$ cat src/rtl/mavt_pkg.sv
// ----------------------------------------------------------------------------
// mavt_pkg
// Shared widths, reset values, register indexes and state type for the
// moving average autoscale tracker.
// ----------------------------------------------------------------------------
package mavt_pkg;

    localparam int WINDOW_LEN_DEF  = 10;
    localparam int PLOT_POINTS_DEF = 100;
    localparam int SAMPLE_BITS_DEF = 16;

    localparam int GAIN_W     = 4;
    localparam int CEIL_W     = 12;
    localparam int SPAN_W     = 8;
    localparam int PLOT_W     = 20;
    localparam int BOUND_W    = 21;
    localparam int CFG_IDX_W  = 8;
    localparam int CFG_DATA_W = 12;

    localparam logic [GAIN_W-1:0] GAIN_RESET = 4'd5;
    localparam logic [CEIL_W-1:0] CEIL_RESET = 12'd500;
    localparam logic [SPAN_W-1:0] SPAN_RESET = 8'd30;

    localparam logic [PLOT_W-1:0] PLOT_MAX = 20'hFFFFF;

    localparam logic [CFG_IDX_W-1:0] REG_GAIN     = 8'd0;
    localparam logic [CFG_IDX_W-1:0] REG_MIN_CEIL = 8'd1;
    localparam logic [CFG_IDX_W-1:0] REG_MIN_SPAN = 8'd2;

    typedef enum logic [2:0] {
        S_IDLE,
        S_WIN,
        S_DIV,
        S_MUL,
        S_PLOT,
        S_OUT
    } t_state;

endpackage

$ cat src/rtl/mavt_window.sv
// ----------------------------------------------------------------------------
// mavt_window
// Sample ring in a one-port-read memory with a running sum and fill count.
// Reads the entry about to be overwritten, then writes and updates the sum.
// ----------------------------------------------------------------------------
module mavt_window #(
    parameter int WINDOW_LEN  = mavt_pkg::WINDOW_LEN_DEF,
    parameter int SAMPLE_BITS = mavt_pkg::SAMPLE_BITS_DEF,
    localparam int FW  = $clog2(WINDOW_LEN + 1),
    localparam int SW  = SAMPLE_BITS + FW,
    localparam int WPW = (WINDOW_LEN > 1) ? $clog2(WINDOW_LEN) : 1
) (
    input  logic                   i_clk,
    input  logic                   i_rst_n,
    input  logic                   i_start,
    input  logic [SAMPLE_BITS-1:0] i_sample,
    output logic                   o_done,
    output logic [SW-1:0]          o_sum,
    output logic [FW-1:0]          o_fill
);

    logic [SAMPLE_BITS-1:0] r_mem [WINDOW_LEN];
    logic [SAMPLE_BITS-1:0] r_rdata;
    logic [SAMPLE_BITS-1:0] r_sample;
    logic [WPW-1:0]         r_pos;
    logic [FW-1:0]          r_fill;
    logic [SW-1:0]          r_sum;
    logic                   r_upd;
    logic                   r_done;
    logic                   w_full;
    logic [SW-1:0]          w_old;

    assign w_full = (r_fill == FW'(WINDOW_LEN));
    // entries past the fill count were never written and count as zero
    assign w_old  = w_full ? SW'(r_rdata) : '0;

    always_ff @(posedge i_clk) begin
        if (i_start) begin
            r_rdata  <= r_mem[r_pos];
            r_sample <= i_sample;
        end
        if (r_upd) begin
            r_mem[r_pos] <= r_sample;
        end
    end

    always_ff @(posedge i_clk) begin
        if (!i_rst_n) begin
            r_pos  <= '0;
            r_fill <= '0;
            r_sum  <= '0;
            r_upd  <= 1'b0;
            r_done <= 1'b0;
        end else begin
            r_upd  <= i_start;
            r_done <= r_upd;
            if (r_upd) begin
                r_sum <= r_sum + SW'(r_sample) - w_old;
                if (r_pos == WPW'(WINDOW_LEN - 1)) begin
                    r_pos <= '0;
                end else begin
                    r_pos <= r_pos + 1'b1;
                end
                if (!w_full) begin
                    r_fill <= r_fill + 1'b1;
                end
            end
        end
    end

    assign o_done = r_done;
    assign o_sum  = r_sum;
    assign o_fill = r_fill;

endmodule

$ cat src/rtl/mavt_div.sv
// ----------------------------------------------------------------------------
// mavt_div
// Restoring divider, one quotient bit per cycle.
// ----------------------------------------------------------------------------
module mavt_div #(
    parameter int SW = 20,
    parameter int FW = 4,
    localparam int CW = $clog2(SW + 1)
) (
    input  logic          i_clk,
    input  logic          i_rst_n,
    input  logic          i_start,
    input  logic [SW-1:0] i_dividend,
    input  logic [FW-1:0] i_divisor,
    output logic          o_done,
    output logic [SW-1:0] o_quot
);

    logic [SW-1:0] r_q;
    logic [FW-1:0] r_rem;
    logic [FW-1:0] r_d;
    logic [CW-1:0] r_cnt;
    logic          r_busy;
    logic          r_done;
    logic [FW:0]   w_trial;
    logic          w_ge;

    assign w_trial = {r_rem, r_q[SW-1]};
    assign w_ge    = (w_trial >= {1'b0, r_d});

    always_ff @(posedge i_clk) begin
        if (i_start) begin
            r_q   <= i_dividend;
            r_rem <= '0;
            r_d   <= i_divisor;
        end else if (r_busy) begin
            r_rem <= w_ge ? FW'(w_trial - {1'b0, r_d}) : FW'(w_trial);
            r_q   <= {r_q[SW-2:0], w_ge};
        end
    end

    always_ff @(posedge i_clk) begin
        if (!i_rst_n) begin
            r_busy <= 1'b0;
            r_cnt  <= '0;
            r_done <= 1'b0;
        end else begin
            r_done <= 1'b0;
            if (i_start) begin
                r_busy <= 1'b1;
                r_cnt  <= CW'(SW);
            end else if (r_busy) begin
                r_cnt <= r_cnt - 1'b1;
                if (r_cnt == CW'(1)) begin
                    r_busy <= 1'b0;
                    r_done <= 1'b1;
                end
            end
        end
    end

    assign o_done = r_done;
    assign o_quot = r_q;

endmodule

$ cat src/rtl/mavt_plot.sv
// ----------------------------------------------------------------------------
// mavt_plot
// Plotted-value ring in a memory, a min/max scan over every entry at one
// read per cycle, and the widening of the bounds to the minimum span.
// ----------------------------------------------------------------------------
module mavt_plot #(
    parameter int PLOT_POINTS = mavt_pkg::PLOT_POINTS_DEF,
    localparam int PPW = $clog2(PLOT_POINTS),
    localparam int PFW = $clog2(PLOT_POINTS + 1)
) (
    input  logic                                i_clk,
    input  logic                                i_rst_n,
    input  logic                                i_start,
    input  logic [mavt_pkg::PLOT_W-1:0]         i_value,
    input  logic [mavt_pkg::CEIL_W-1:0]         i_ceiling,
    input  logic [mavt_pkg::SPAN_W-1:0]         i_min_span,
    output logic                                o_done,
    output logic signed [mavt_pkg::BOUND_W-1:0] o_bound_low,
    output logic [mavt_pkg::PLOT_W-1:0]         o_bound_high
);

    localparam int PW = mavt_pkg::PLOT_W;
    localparam int BW = mavt_pkg::BOUND_W;
    localparam int NW = mavt_pkg::SPAN_W + 4;

    logic [PW-1:0]  r_mem [PLOT_POINTS];
    logic [PW-1:0]  r_rdata;
    logic [PPW-1:0] r_pos;
    logic [PFW-1:0] r_fill;
    logic [PPW-1:0] r_addr;
    logic           r_scan;
    logic           r_rd_vld;
    logic           r_rd_live;
    logic           r_rd_last;
    logic           r_fin;
    logic           r_done;
    logic [PW-1:0]  r_lo;
    logic [PW-1:0]  r_hi;
    logic signed [BW-1:0] r_bound_low;
    logic [PW-1:0]  r_bound_high;

    logic [PW-1:0]  w_v;
    logic [PW-1:0]  w_span;
    logic [NW-1:0]  w_need;
    logic [NW-1:0]  w_short;
    logic [NW-2:0]  w_delta;
    logic           w_narrow;

    always_ff @(posedge i_clk) begin
        if (i_start) begin
            r_mem[r_pos] <= i_value;
        end
        if (r_scan) begin
            r_rdata <= r_mem[r_addr];
        end
    end

    // entries at or past the fill count were never written: read as zero
    assign w_v = r_rd_live ? r_rdata : '0;

    assign w_span   = r_hi - r_lo;
    assign w_need   = {i_min_span, 4'b0000};
    assign w_narrow = (w_span < PW'(w_need));
    assign w_short  = w_need - NW'(w_span);
    // half the shortfall in whole units, back to Q.4
    assign w_delta  = {w_short[NW-1:5], 4'b0000};

    always_ff @(posedge i_clk) begin
        if (i_start) begin
            r_lo <= PW'({i_ceiling, 4'b0000});
            r_hi <= '0;
        end else if (r_rd_vld) begin
            if (r_lo > w_v) begin
                r_lo <= w_v;
            end
            if (r_hi < w_v) begin
                r_hi <= w_v;
            end
        end
        if (r_fin) begin
            if (w_narrow) begin
                r_bound_low  <= $signed({1'b0, r_lo}) - $signed(BW'(w_delta));
                r_bound_high <= r_hi + PW'(w_delta);
            end else begin
                r_bound_low  <= $signed({1'b0, r_lo});
                r_bound_high <= r_hi;
            end
        end
        if (r_scan) begin
            r_rd_live <= (PFW'(r_addr) < r_fill);
            r_rd_last <= (r_addr == PPW'(PLOT_POINTS - 1));
        end
    end

    always_ff @(posedge i_clk) begin
        if (!i_rst_n) begin
            r_pos    <= '0;
            r_fill   <= '0;
            r_addr   <= '0;
            r_scan   <= 1'b0;
            r_rd_vld <= 1'b0;
            r_fin    <= 1'b0;
            r_done   <= 1'b0;
        end else begin
            r_rd_vld <= r_scan;
            r_fin    <= r_rd_vld && r_rd_last;
            r_done   <= r_fin;
            if (i_start) begin
                if (r_pos == PPW'(PLOT_POINTS - 1)) begin
                    r_pos <= '0;
                end else begin
                    r_pos <= r_pos + 1'b1;
                end
                if (r_fill != PFW'(PLOT_POINTS)) begin
                    r_fill <= r_fill + 1'b1;
                end
                r_scan <= 1'b1;
                r_addr <= '0;
            end else if (r_scan) begin
                r_addr <= r_addr + 1'b1;
                if (r_addr == PPW'(PLOT_POINTS - 1)) begin
                    r_scan <= 1'b0;
                end
            end
        end
    end

    assign o_done       = r_done;
    assign o_bound_low  = r_bound_low;
    assign o_bound_high = r_bound_high;

endmodule

$ cat src/rtl/moving_average_autoscale_tracker_core.sv
// ----------------------------------------------------------------------------
// moving_average_autoscale_tracker_core
// Windowed average of magnitude samples, scaled and plotted, with an
// auto-scaled display range taken over the whole plot ring.
// ----------------------------------------------------------------------------
// Input channel: i_valid / o_stall carry one Q12.4 sample word. Output
// channel: o_valid / i_stall carry plot value and both bounds. A word moves
// at an edge where valid is high and stall is low.
// Configuration: i_cfg_valid / o_cfg_ready with index and data; ready is
// always high. Write only while no sample is in flight.
// One sample at a time: the next sample can be taken in the cycle after the
// result word of the last one is loaded into the output register. Most of
// the time per sample goes to the plot memory scan (one read per cycle over
// every entry) and the bit-serial divider (one quotient bit per cycle).
// o_stall is low whenever the core is idle, also while a result still waits
// in the output register; a stalled receiver holds the finished word there
// and the next sample waits at the end of its scan until the register frees.
// Reset clears the rings (by fill counts), positions and registers to their
// defaults; no clearing pass is needed.
// ----------------------------------------------------------------------------
module moving_average_autoscale_tracker_core #(
    parameter int WINDOW_LEN  = mavt_pkg::WINDOW_LEN_DEF,
    parameter int PLOT_POINTS = mavt_pkg::PLOT_POINTS_DEF,
    parameter int SAMPLE_BITS = mavt_pkg::SAMPLE_BITS_DEF
) (
    input  logic                                  i_clk,
    input  logic                                  i_rst_n,
    input  logic                                  i_valid,
    output logic                                  o_stall,
    input  logic [SAMPLE_BITS-1:0]                i_sample,
    output logic                                  o_valid,
    input  logic                                  i_stall,
    output logic [mavt_pkg::PLOT_W-1:0]           o_plot_value,
    output logic signed [mavt_pkg::BOUND_W-1:0]   o_bound_low,
    output logic [mavt_pkg::PLOT_W-1:0]           o_bound_high,
    input  logic                                  i_cfg_valid,
    output logic                                  o_cfg_ready,
    input  logic [mavt_pkg::CFG_IDX_W-1:0]        i_cfg_index,
    input  logic [mavt_pkg::CFG_DATA_W-1:0]       i_cfg_data
);

    localparam int FW  = $clog2(WINDOW_LEN + 1);
    localparam int SW  = SAMPLE_BITS + FW;
    localparam int PRW = SW + mavt_pkg::GAIN_W;
    localparam int PW  = mavt_pkg::PLOT_W;
    localparam int EW  = PRW + PW;

    mavt_pkg::t_state r_state, n_state;

    logic [mavt_pkg::GAIN_W-1:0] r_gain;
    logic [mavt_pkg::CEIL_W-1:0] r_ceiling;
    logic [mavt_pkg::SPAN_W-1:0] r_min_span;

    logic [PRW-1:0] r_prod;
    logic [PW-1:0]  r_plot;
    logic           r_out_valid;
    logic [PW-1:0]  r_out_plot;
    logic signed [mavt_pkg::BOUND_W-1:0] r_out_low;
    logic [PW-1:0]  r_out_high;

    logic           w_accept;
    logic           w_win_done;
    logic [SW-1:0]  w_sum;
    logic [FW-1:0]  w_fill;
    logic           w_div_done;
    logic [SW-1:0]  w_quot;
    logic           w_plot_start;
    logic           w_plot_done;
    logic [PW-1:0]  w_plot_sat;
    logic [EW-1:0]  w_prod_ext;
    logic           w_load_out;
    logic signed [mavt_pkg::BOUND_W-1:0] w_bound_low;
    logic [PW-1:0]  w_bound_high;

    assign o_stall     = (r_state != mavt_pkg::S_IDLE);
    assign w_accept    = i_valid && !o_stall;
    assign o_cfg_ready = 1'b1;

    always_ff @(posedge i_clk) begin
        if (!i_rst_n) begin
            r_gain     <= mavt_pkg::GAIN_RESET;
            r_ceiling  <= mavt_pkg::CEIL_RESET;
            r_min_span <= mavt_pkg::SPAN_RESET;
        end else if (i_cfg_valid) begin
            case (i_cfg_index)
                mavt_pkg::REG_GAIN:     r_gain     <= i_cfg_data[mavt_pkg::GAIN_W-1:0];
                mavt_pkg::REG_MIN_CEIL: r_ceiling  <= i_cfg_data[mavt_pkg::CEIL_W-1:0];
                mavt_pkg::REG_MIN_SPAN: r_min_span <= i_cfg_data[mavt_pkg::SPAN_W-1:0];
                default: ;
            endcase
        end
    end

    mavt_window #(
        .WINDOW_LEN  (WINDOW_LEN),
        .SAMPLE_BITS (SAMPLE_BITS)
    ) u_window (
        .i_clk    (i_clk),
        .i_rst_n  (i_rst_n),
        .i_start  (w_accept),
        .i_sample (i_sample),
        .o_done   (w_win_done),
        .o_sum    (w_sum),
        .o_fill   (w_fill)
    );

    mavt_div #(
        .SW (SW),
        .FW (FW)
    ) u_div (
        .i_clk      (i_clk),
        .i_rst_n    (i_rst_n),
        .i_start    (w_win_done),
        .i_dividend (w_sum),
        .i_divisor  (w_fill),
        .o_done     (w_div_done),
        .o_quot     (w_quot)
    );

    always_ff @(posedge i_clk) begin
        if (w_div_done) begin
            r_prod <= w_quot * r_gain;
        end
        if (w_plot_start) begin
            r_plot <= w_plot_sat;
        end
    end

    // saturate to the plot width
    assign w_prod_ext   = EW'(r_prod);
    assign w_plot_sat   = (w_prod_ext > EW'(mavt_pkg::PLOT_MAX)) ?
                          mavt_pkg::PLOT_MAX : PW'(w_prod_ext);
    assign w_plot_start = (r_state == mavt_pkg::S_MUL);

    mavt_plot #(
        .PLOT_POINTS (PLOT_POINTS)
    ) u_plot (
        .i_clk        (i_clk),
        .i_rst_n      (i_rst_n),
        .i_start      (w_plot_start),
        .i_value      (w_plot_sat),
        .i_ceiling    (r_ceiling),
        .i_min_span   (r_min_span),
        .o_done       (w_plot_done),
        .o_bound_low  (w_bound_low),
        .o_bound_high (w_bound_high)
    );

    assign w_load_out = (r_state == mavt_pkg::S_OUT) && (!r_out_valid || !i_stall);

    always_comb begin
        n_state = r_state;
        case (r_state)
            mavt_pkg::S_IDLE: if (w_accept)    n_state = mavt_pkg::S_WIN;
            mavt_pkg::S_WIN:  if (w_win_done)  n_state = mavt_pkg::S_DIV;
            mavt_pkg::S_DIV:  if (w_div_done)  n_state = mavt_pkg::S_MUL;
            mavt_pkg::S_MUL:                   n_state = mavt_pkg::S_PLOT;
            mavt_pkg::S_PLOT: if (w_plot_done) n_state = mavt_pkg::S_OUT;
            mavt_pkg::S_OUT:  if (w_load_out)  n_state = mavt_pkg::S_IDLE;
            default:                           n_state = mavt_pkg::S_IDLE;
        endcase
    end

    always_ff @(posedge i_clk) begin
        if (!i_rst_n) begin
            r_state <= mavt_pkg::S_IDLE;
        end else begin
            r_state <= n_state;
        end
    end

    always_ff @(posedge i_clk) begin
        if (w_load_out) begin
            r_out_plot <= r_plot;
            r_out_low  <= w_bound_low;
            r_out_high <= w_bound_high;
        end
    end

    always_ff @(posedge i_clk) begin
        if (!i_rst_n) begin
            r_out_valid <= 1'b0;
        end else if (w_load_out) begin
            r_out_valid <= 1'b1;
        end else if (!i_stall) begin
            r_out_valid <= 1'b0;
        end
    end

    assign o_valid      = r_out_valid;
    assign o_plot_value = r_out_plot;
    assign o_bound_low  = r_out_low;
    assign o_bound_high = r_out_high;

    a_accept_starts: assert property (@(posedge i_clk) disable iff (!i_rst_n)
        w_accept |=> (r_state == mavt_pkg::S_WIN))
        else $error("accepted sample did not start the window update");

    a_win_done_state: assert property (@(posedge i_clk) disable iff (!i_rst_n)
        w_win_done |-> (r_state == mavt_pkg::S_WIN))
        else $error("window update finished outside its state");

    a_plot_done_state: assert property (@(posedge i_clk) disable iff (!i_rst_n)
        w_plot_done |-> (r_state == mavt_pkg::S_PLOT))
        else $error("plot scan finished outside its state");

    a_avg_range: assert property (@(posedge i_clk) disable iff (!i_rst_n)
        w_div_done |-> (w_quot <= SW'({SAMPLE_BITS{1'b1}})))
        else $error("window average exceeds the sample range");

endmodule

$ cat config.mk
export PLATFORM = sky130hd
export DESIGN_NAME = moving_average_autoscale_tracker_core
export DESIGN_NICKNAME = d
export VERILOG_FILES = /design/src/rtl/mavt_pkg.sv /design/src/rtl/mavt_window.sv /design/src/rtl/mavt_div.sv /design/src/rtl/mavt_plot.sv /design/src/rtl/moving_average_autoscale_tracker_core.sv
export SDC_FILE = /design/constraint.sdc
export NUM_CORES = 2
export LEC_CHECK = 0
export BUFFER_PORTS_ARGS = -buffer_cell sky130_fd_sc_hd__buf_2
export CORE_MARGIN = 1
export CORE_UTILIZATION = 35
export DETAILED_ROUTE_END_ITERATION = 8
export PLACE_DENSITY = 0.61
export SLEW_MARGIN = 25
export SYNTH_ARGS = -nofsm -noshare
export SYNTH_HDL_FRONTEND = slang
export SYNTH_HIERARCHICAL = 1
export SYNTH_SLANG_ARGS = --single-unit
$ cat constraint.sdc
create_clock -name i_clk -period 6.5 [get_ports i_clk]
set_input_delay 0.975 -clock i_clk [delete_from_list [all_inputs] [get_ports i_clk]]
set_output_delay 0.975 -clock i_clk [all_outputs]
set_load 0.005 [all_outputs]
# After elaboration in Yosys (flattened, before gate mapping)
# Memories as Yosys holds them, arrays and structs flattened. A register that Yosys moved wholly into a read port is not among the register bits.
# Index checks and enable logic that the tools add are counted.
[totals]
ff_bits = 322
mem_bits_rw = 2160
in_bits = 41
wordCells = 141
memories = 2
[op_classes]
addsub = 13
mul = 1
order_cmp = 6
n_eq_ne = 19
n_mux = 34
n_bitwise = 3
n_reduce_logical = 25
[memory_table]
columns = ["memory", "words", "word_bits", "rd", "rd_clocked_by_memory_dff", "wr", "line", "rtl"]
rows = [
  ["u_plot.r_mem", 100, 20, 1, 1, 1, "mavt_plot.sv:26", "logic [PW-1:0] r_mem [PLOT_POINTS];"],
  ["u_window.r_mem", 10, 16, 1, 1, 1, "mavt_window.sv:22", "logic [SAMPLE_BITS-1:0] r_mem [WINDOW_LEN];"],
]
[op_table]
columns = ["op", "n"]
rows = [
  ["2-to-1 mux 20 bit", 6],
  ["2-to-1 mux 16 bit", 4],
  ["subtractor 20 bit", 2],
  ["greater-than comparator 24 x 20 -> 1 bit (second input constant)", 1],
  ["multiplier 20 x 4 -> 24 bit", 1],
  ["adder 7 x 1 -> 7 bit (second input constant)", 3],
  ["subtractor 20 x 11 -> 21 bit", 1],
  ["adder 20 x 11 -> 20 bit", 1],
  ["adder 20 x 16 -> 20 bit", 1],
  ["greater-than comparator 20 bit", 1],
  ["less-than comparator 20 x 12 -> 1 bit", 1],
  ["less-than comparator 20 bit", 1],
  ["case mux 3 bit (6 select lines)", 1],
  ["AND reduction 2 bit", 8],
  ["2-to-1 mux 3 bit", 5],
  ["== test 7 bit (second input constant)", 2],
  ["2-to-1 mux 1 bit", 13],
  ["subtractor 12 bit", 1],
  ["2-to-1 mux 5 bit", 2],
  ["!= test 2 x 1 -> 1 bit (second input constant)", 5],
  ["adder 4 x 1 -> 4 bit (second input constant)", 2],
  ["== test 4 bit (second input constant)", 2],
  ["== test 8 x 1 -> 1 bit (second input constant)", 1],
  ["== test 8 x 2 -> 1 bit (second input constant)", 1],
  ["other kinds (23)", 35],
]

# Depth between registers and ports, before layout
[depth]
word_depth = 5
ltp_mapped = 25

# Hierarchy
# The synthesis kept the hierarchy.
[modules_own_cells]
columns = ["mod", "n_inst", "cells_per_inst", "area_each_um2", "seq_area_each_um2"]
rows = [
  ["mavt_plot", 1, 3888, 84604.9, 63370.8],
  ["mavt_window", 1, 661, 9841.9, 6366.1],
  ["moving_average_autoscale_tracker_core", 1, 591, 6986.7, 3713.6],
  ["mavt_div", 1, 117, 1590.3, 940.9],
]

# Least setup slack after synthesis
# OpenSTA, ideal clock, no wires.
[synth_timing]
kind = "register -> register"
start = "reg u_plot.r_lo[0]"
end = "reg u_plot.r_bound_high[5] (netlist: u_plot/o_bound_high[5]), data pin"
setup_ns = 0.260
arrival_ns = 4.568
t_required_ns = 6.240
slack_ns = 1.673
stages_incl_launch_ff = 20
path_buffers = 1
path_cell_list = "dfxtp_1 > ha_1 > inv_1 > fa_1 > a211oi_1 > o211ai_1 > and3_1 > o21ai_0 > nand2_1 > xor2_1 > ha_1 > a21oi_1 > a21boi_1 > or4b_1 > a211oi_1 > o211ai_1 > a2111oi_1 > nand4b_1 > buf_2 > mux2_2"
[synth_via]
elab_chain_cells = 4
elab_cells_between_ends = 5
cone_classes = "3 x add/sub; 1 x order compare; 1 x mux"
[synth_lines]
columns = ["item", "line", "rtl"]
rows = [
  ["start: declaration", "mavt_plot.sv:37", "logic [PW-1:0] r_lo;"],
  ["start signal: assignment", "mavt_plot.sv:70", "r_lo <= PW'({i_ceiling, 4'b0000});"],
  ["start signal: assignment", "mavt_plot.sv:74", "r_lo <= w_v;"],
  ["subtractor 20 bit *", "mavt_plot.sv:61", "assign w_span = r_hi - r_lo;"],
  ["subtractor 12 bit", "mavt_plot.sv:64", "assign w_short = w_need - NW'(w_span);"],
  ["adder 20 x 11 -> 20 bit", "mavt_plot.sv:83", "r_bound_high <= r_hi + PW'(w_delta);"],
  ["2-to-1 mux 20 bit *", "mavt_plot.sv:81", "if (w_narrow) begin"],
  ["end signal: assignment", "mavt_plot.sv:83", ""],
  ["end signal: assignment", "mavt_plot.sv:86", "r_bound_high <= r_hi;"],
  ["end: declaration", "mavt_plot.sv:40", "logic [PW-1:0] r_bound_high;"],
]
# Every way passes the cells marked *; elsewhere a longest branch is shown, timed or not.
# A chain may end at the register's enable or synchronous reset.

# Worst setup path in the final report
[layout_timing]
start = "reg u_plot.r_hi[0]"
end = "reg u_plot.r_bound_low[20] (netlist: u_plot/o_bound_low[20]), data pin"
[layout_via]
elab_chain_cells = 3
elab_cells_between_ends = 4
cone_classes = "3 x add/sub; 1 x order compare"
[layout_lines]
columns = ["item", "line", "rtl"]
rows = [
  ["start: declaration", "mavt_plot.sv:38", "logic [PW-1:0] r_hi;"],
  ["start signal: assignment", "mavt_plot.sv:77", "r_hi <= w_v;"],
  ["subtractor 20 bit *", "mavt_plot.sv:61", ""],
  ["subtractor 12 bit", "mavt_plot.sv:64", ""],
  ["subtractor 20 x 11 -> 21 bit", "mavt_plot.sv:82", "r_bound_low <= $signed({1'b0, r_lo}) - $signed(BW'(w_delta));"],
  ["end signal: assignment", "mavt_plot.sv:82", ""],
  ["end signal: assignment", "mavt_plot.sv:85", "r_bound_low <= $signed({1'b0, r_lo});"],
  ["end: declaration", "mavt_plot.sv:39", "logic signed [BW-1:0] r_bound_low;"],
]
# Marked as above.

==> flow_summary_export.csv <==
group,metric,value,unit
routing,vias,51020,
grt,grt_pass1_wl,357600,µm
clocking,cts_max_level,5,
sta,drv_slew,0,
synth,synth_area,103000,µm²
place,dp_hpwl,144200,µm
outcome,outcome,"complete, no violations",
grt,grt_pass1_vias,51570,
clocking,cts_root_buf,"clkbuf_16",
power,vdd_drop_max,0.2261,mV
cells_and_area,fin_nets,5793,
worst_setup_path,cp_slowest_stage_delay,0.60,ns
clocking,cts_buffers,282,
synth,synth_edf_count,2396,
sta,fin_skew,0.1075,ns
clocking,cts_tree,"built",
clocking,cts_resized,0,
cells_and_area,finalNonFillerCells,9642,
synth,ys_seq_elements,2518,
cells_and_area,area_delta_synth_final,14.79,%
worst_setup_path,cp.arrival,6.09,ns
routing,drt_iter0_drc,4929,
worst_setup_path,cp_num_buf_inv,2,
synth,synth.avg_cell_area,19.60,µm²
die,start_util,0.3530,
synth,synthDistinctLibCells,97,
power,total_power,34830,µW
grt,overflow,0,
routing,met1_length,106100,µm
synth,seq_area_frac_synth,0.7221,
worst_setup_path,crit_required,7.23,ns
cells_and_area,final_cell_area,118300,µm²
routing,routed.top_layer,"met4",
routing,drtPass1Iterations,5,
clocking,cts_hold_buf,0,
clocking,clkSinkCount,2518,
sta,tightestPinTransition,1.065,ns
sta,hold_violations,0,
sta,tns,0,ns
die,core,291800,µm²
synth,synth_cells,5257,
worst_setup_path,cp_top_family,"compound AO/OA/AOI/OAI gates",
worst_setup_path,endpoint_kind,"flop",
clocking,cts_setup_buffers,0,
routing,routed-wl-met2,118600,µm
worst_setup_path,start_kind,"flop",
worst_setup_path,path_class,"flop to flop",
die,die_w,544.5,µm
routing,via_per_inst,5.291,
worst_hold_path,hold_class,"input pin to flop",
worst_setup_path,worstPathCellList,"inv_1 > ha_1 > inv_1 > fa_1 > a211oi_1 > o21bai_1 > a21oi_1 > xnor2_1 > ha_1 > a21oi_1 > o21ai_0 > a211oi_1 > o21bai_1 > a21oi_1 > xor2_1 > ha_1 > or3_1 > nand2b_1 > or4b_2 > nor2_1 > nor4bb_1",
die,io_pins,105,
synth,synthesis.nets,5508,
sta,setup_viol,0,
worst_setup_path,cp_slowest_cell,"or4b_2",
routing,wl_per_cell,25.47,µm
grt,grt_max_degree,102,
place,dp_cells,9155,
cells_and_area,drive_gt1_frac,0.2649,
synth,async_flop_share,0,
worst_setup_path,cp_max_fo,4,
routing,remaining_drc_errors,0,
grt,grt_antenna_before_repair,20,
sta,max_freq,186.4,MHz
place,gp_congestion,0.8676,
job,cap_violations,0,
cells_and_area,final_util,0.4052,
clocking,clk_pin_slew_worst_paths,0.06,ns
clocking,clockBufferDepth,4,
synth,yosys_warnings,6,
die,dieArea,296500,µm²
sta,rsz0062_at_grt,"false",
power,leakagePower,0.03517,µW
sta,max-slew-margin-rel,0.2885,
routing,wl_met3,14790,µm
sta,post-route-period-util,0.8254,
power,powerDensity,294.5,nW/µm²
place,dpl_cell_area,109500,µm²
clocking,insertion_delay,0.96,ns
routing,drt_wl_total,245600,µm
sta,min_period,5.365,ns
synth,ys.flop_type,"edfxtp_1",
place,port_buffers,103,
routing,postRouteAntennaNets,0,
die,rows,198,
die,die_y,544.5,µm
grt,grt_util_all_layers,0.1647,
[cell usage after synthesis, types with 40 or more instances]
cell type | n | area (µm²)
a21o_1 | 49 | 367.9
a21oi_1 | 101 | 505.5
and2_1 | 92 | 575.6
buf_1 | 52 | 195.2
clkbuf_1 | 156 | 585.6
dfxtp_1 | 122 | 2442
edfxtp_1 | 2396 | 71950
fa_1 | 56 | 1121
ha_1 | 154 | 1927
inv_1 | 215 | 807.0
mux2_2 | 46 | 518.0
mux2i_1 | 85 | 850.8
mux4_2 | 672 | 15130
nand2_1 | 220 | 825.8
nand2b_1 | 40 | 250.2
nor2_1 | 204 | 765.7
nor2b_1 | 52 | 325.3
o21ai_0 | 76 | 380.4
xnor2_1 | 60 | 525.5
xor2_1 | 41 | 359.1
[flip-flops by register name, summed over array words and instances, names as in the netlist, 21 cells and up]
name / cells
u_plot/o_bound_low: 21
r_prod: 24
u_window/r_mem: 160
o_bound_low: 21
u_plot/r_mem: 2000
[cells by family after synthesis]
group,synth area share
muxes,0.1602
DFF,0.7221
buffers and inverters,0.01725
and+or+nand+nor,0.03795
xor gates and xnor gates,0.008744
other,0.00003640
adders and majority gates,0.02958
AOI/OAI and AO/OA,0.02417
[final timing paths]
| path | startpoint | to | slack (ns) | cells after the start |
|---|---|---|---|---|
| min reg2reg | u_plot/o_bound_high[13]$_DFFE_PP_ | o_bound_high[13]$_DFFE_PP_ | 0.39 | 0 |
| max reg2reg | u_plot/r_hi[0]$_SDFFE_PP0P_ | u_plot/o_bound_low[20]$_SDFFCE_PP0P_ | 1.13 | 21 |
| min | i_sample[12] | u_window/r_sample[12]$_DFFE_PP_ | 0.24 | 1 |
| max | u_plot/r_hi[0]$_SDFFE_PP0P_ | u_plot/o_bound_low[20]$_SDFFCE_PP0P_ | 1.13 | 21 |
[power by group]
part	total, µW	internal [µW]	leakage (µW)	switching [µW]
combinational	1970	865	0.0102	1110
sequential	17800	17600	0.0207	153
clock	15100	8920	0.00427	6140
[cells in the final DEF, fill, tap and decap left out, drive strengths merged, types with 9 or more instances in the layout]
cell type	synthesis	final
or3	11	11
buf	84	241
or2	15	15
a21oi	104	104
a21boi	16	16
clkbuf	156	339
a211oi	26	26
nand4	27	27
fa	56	56
xor2	41	41
xnor2	61	61
ha	154	154
mux2i	85	85
nand2b	40	40
o31ai	15	15
and3	13	13
dfxtp	122	122
nor3	31	31
mux4	672	672
edfxtp	2396	2396
and2	94	94
nand3	39	39
a21o	51	51
bufinv	0	19
o21bai	9	9
nand2	220	220
inv	215	222
mux2	46	46
nor4	13	13
o211ai	11	11
o21ai	84	84
o21a	9	9
nor2b	52	52
nor2	204	204
clkinv	3	114
[metal layers]
metal  track usage  up-vias
li1              -    21730
met1        0.2289    27250
met2        0.2683     1699
met3       0.02552      345
met4       0.04658        0
met5             0        -
[final cells by class]
class / count / area (µm²)
multi-input combinational: 2281 / 27630
tap: 3900 / 4880
fill: 25720 / 173600
inverter: 218 / 818.3
timing repair buffer: 241 / 1851
clock inverter: 138 / 1162
clock buffer: 339 / 7492
antenna: 7 / 17.52
sequential: 2518 / 74420
[through the flow]
step / setup slack (ns) / hold slack, ns
2_1_floorplan: 1.673 / 0.4003
3_3_place_gp: 1.215 / 0.4029
3_5_place_dp: 1.241 / 0.4045
4_1_cts: 1.190 / 0.1650
5_1_grt: 0.6715 / 0.1859
6_report: 1.135 / 0.2422
Note: power is estimated with default switching activity, not from simulation.
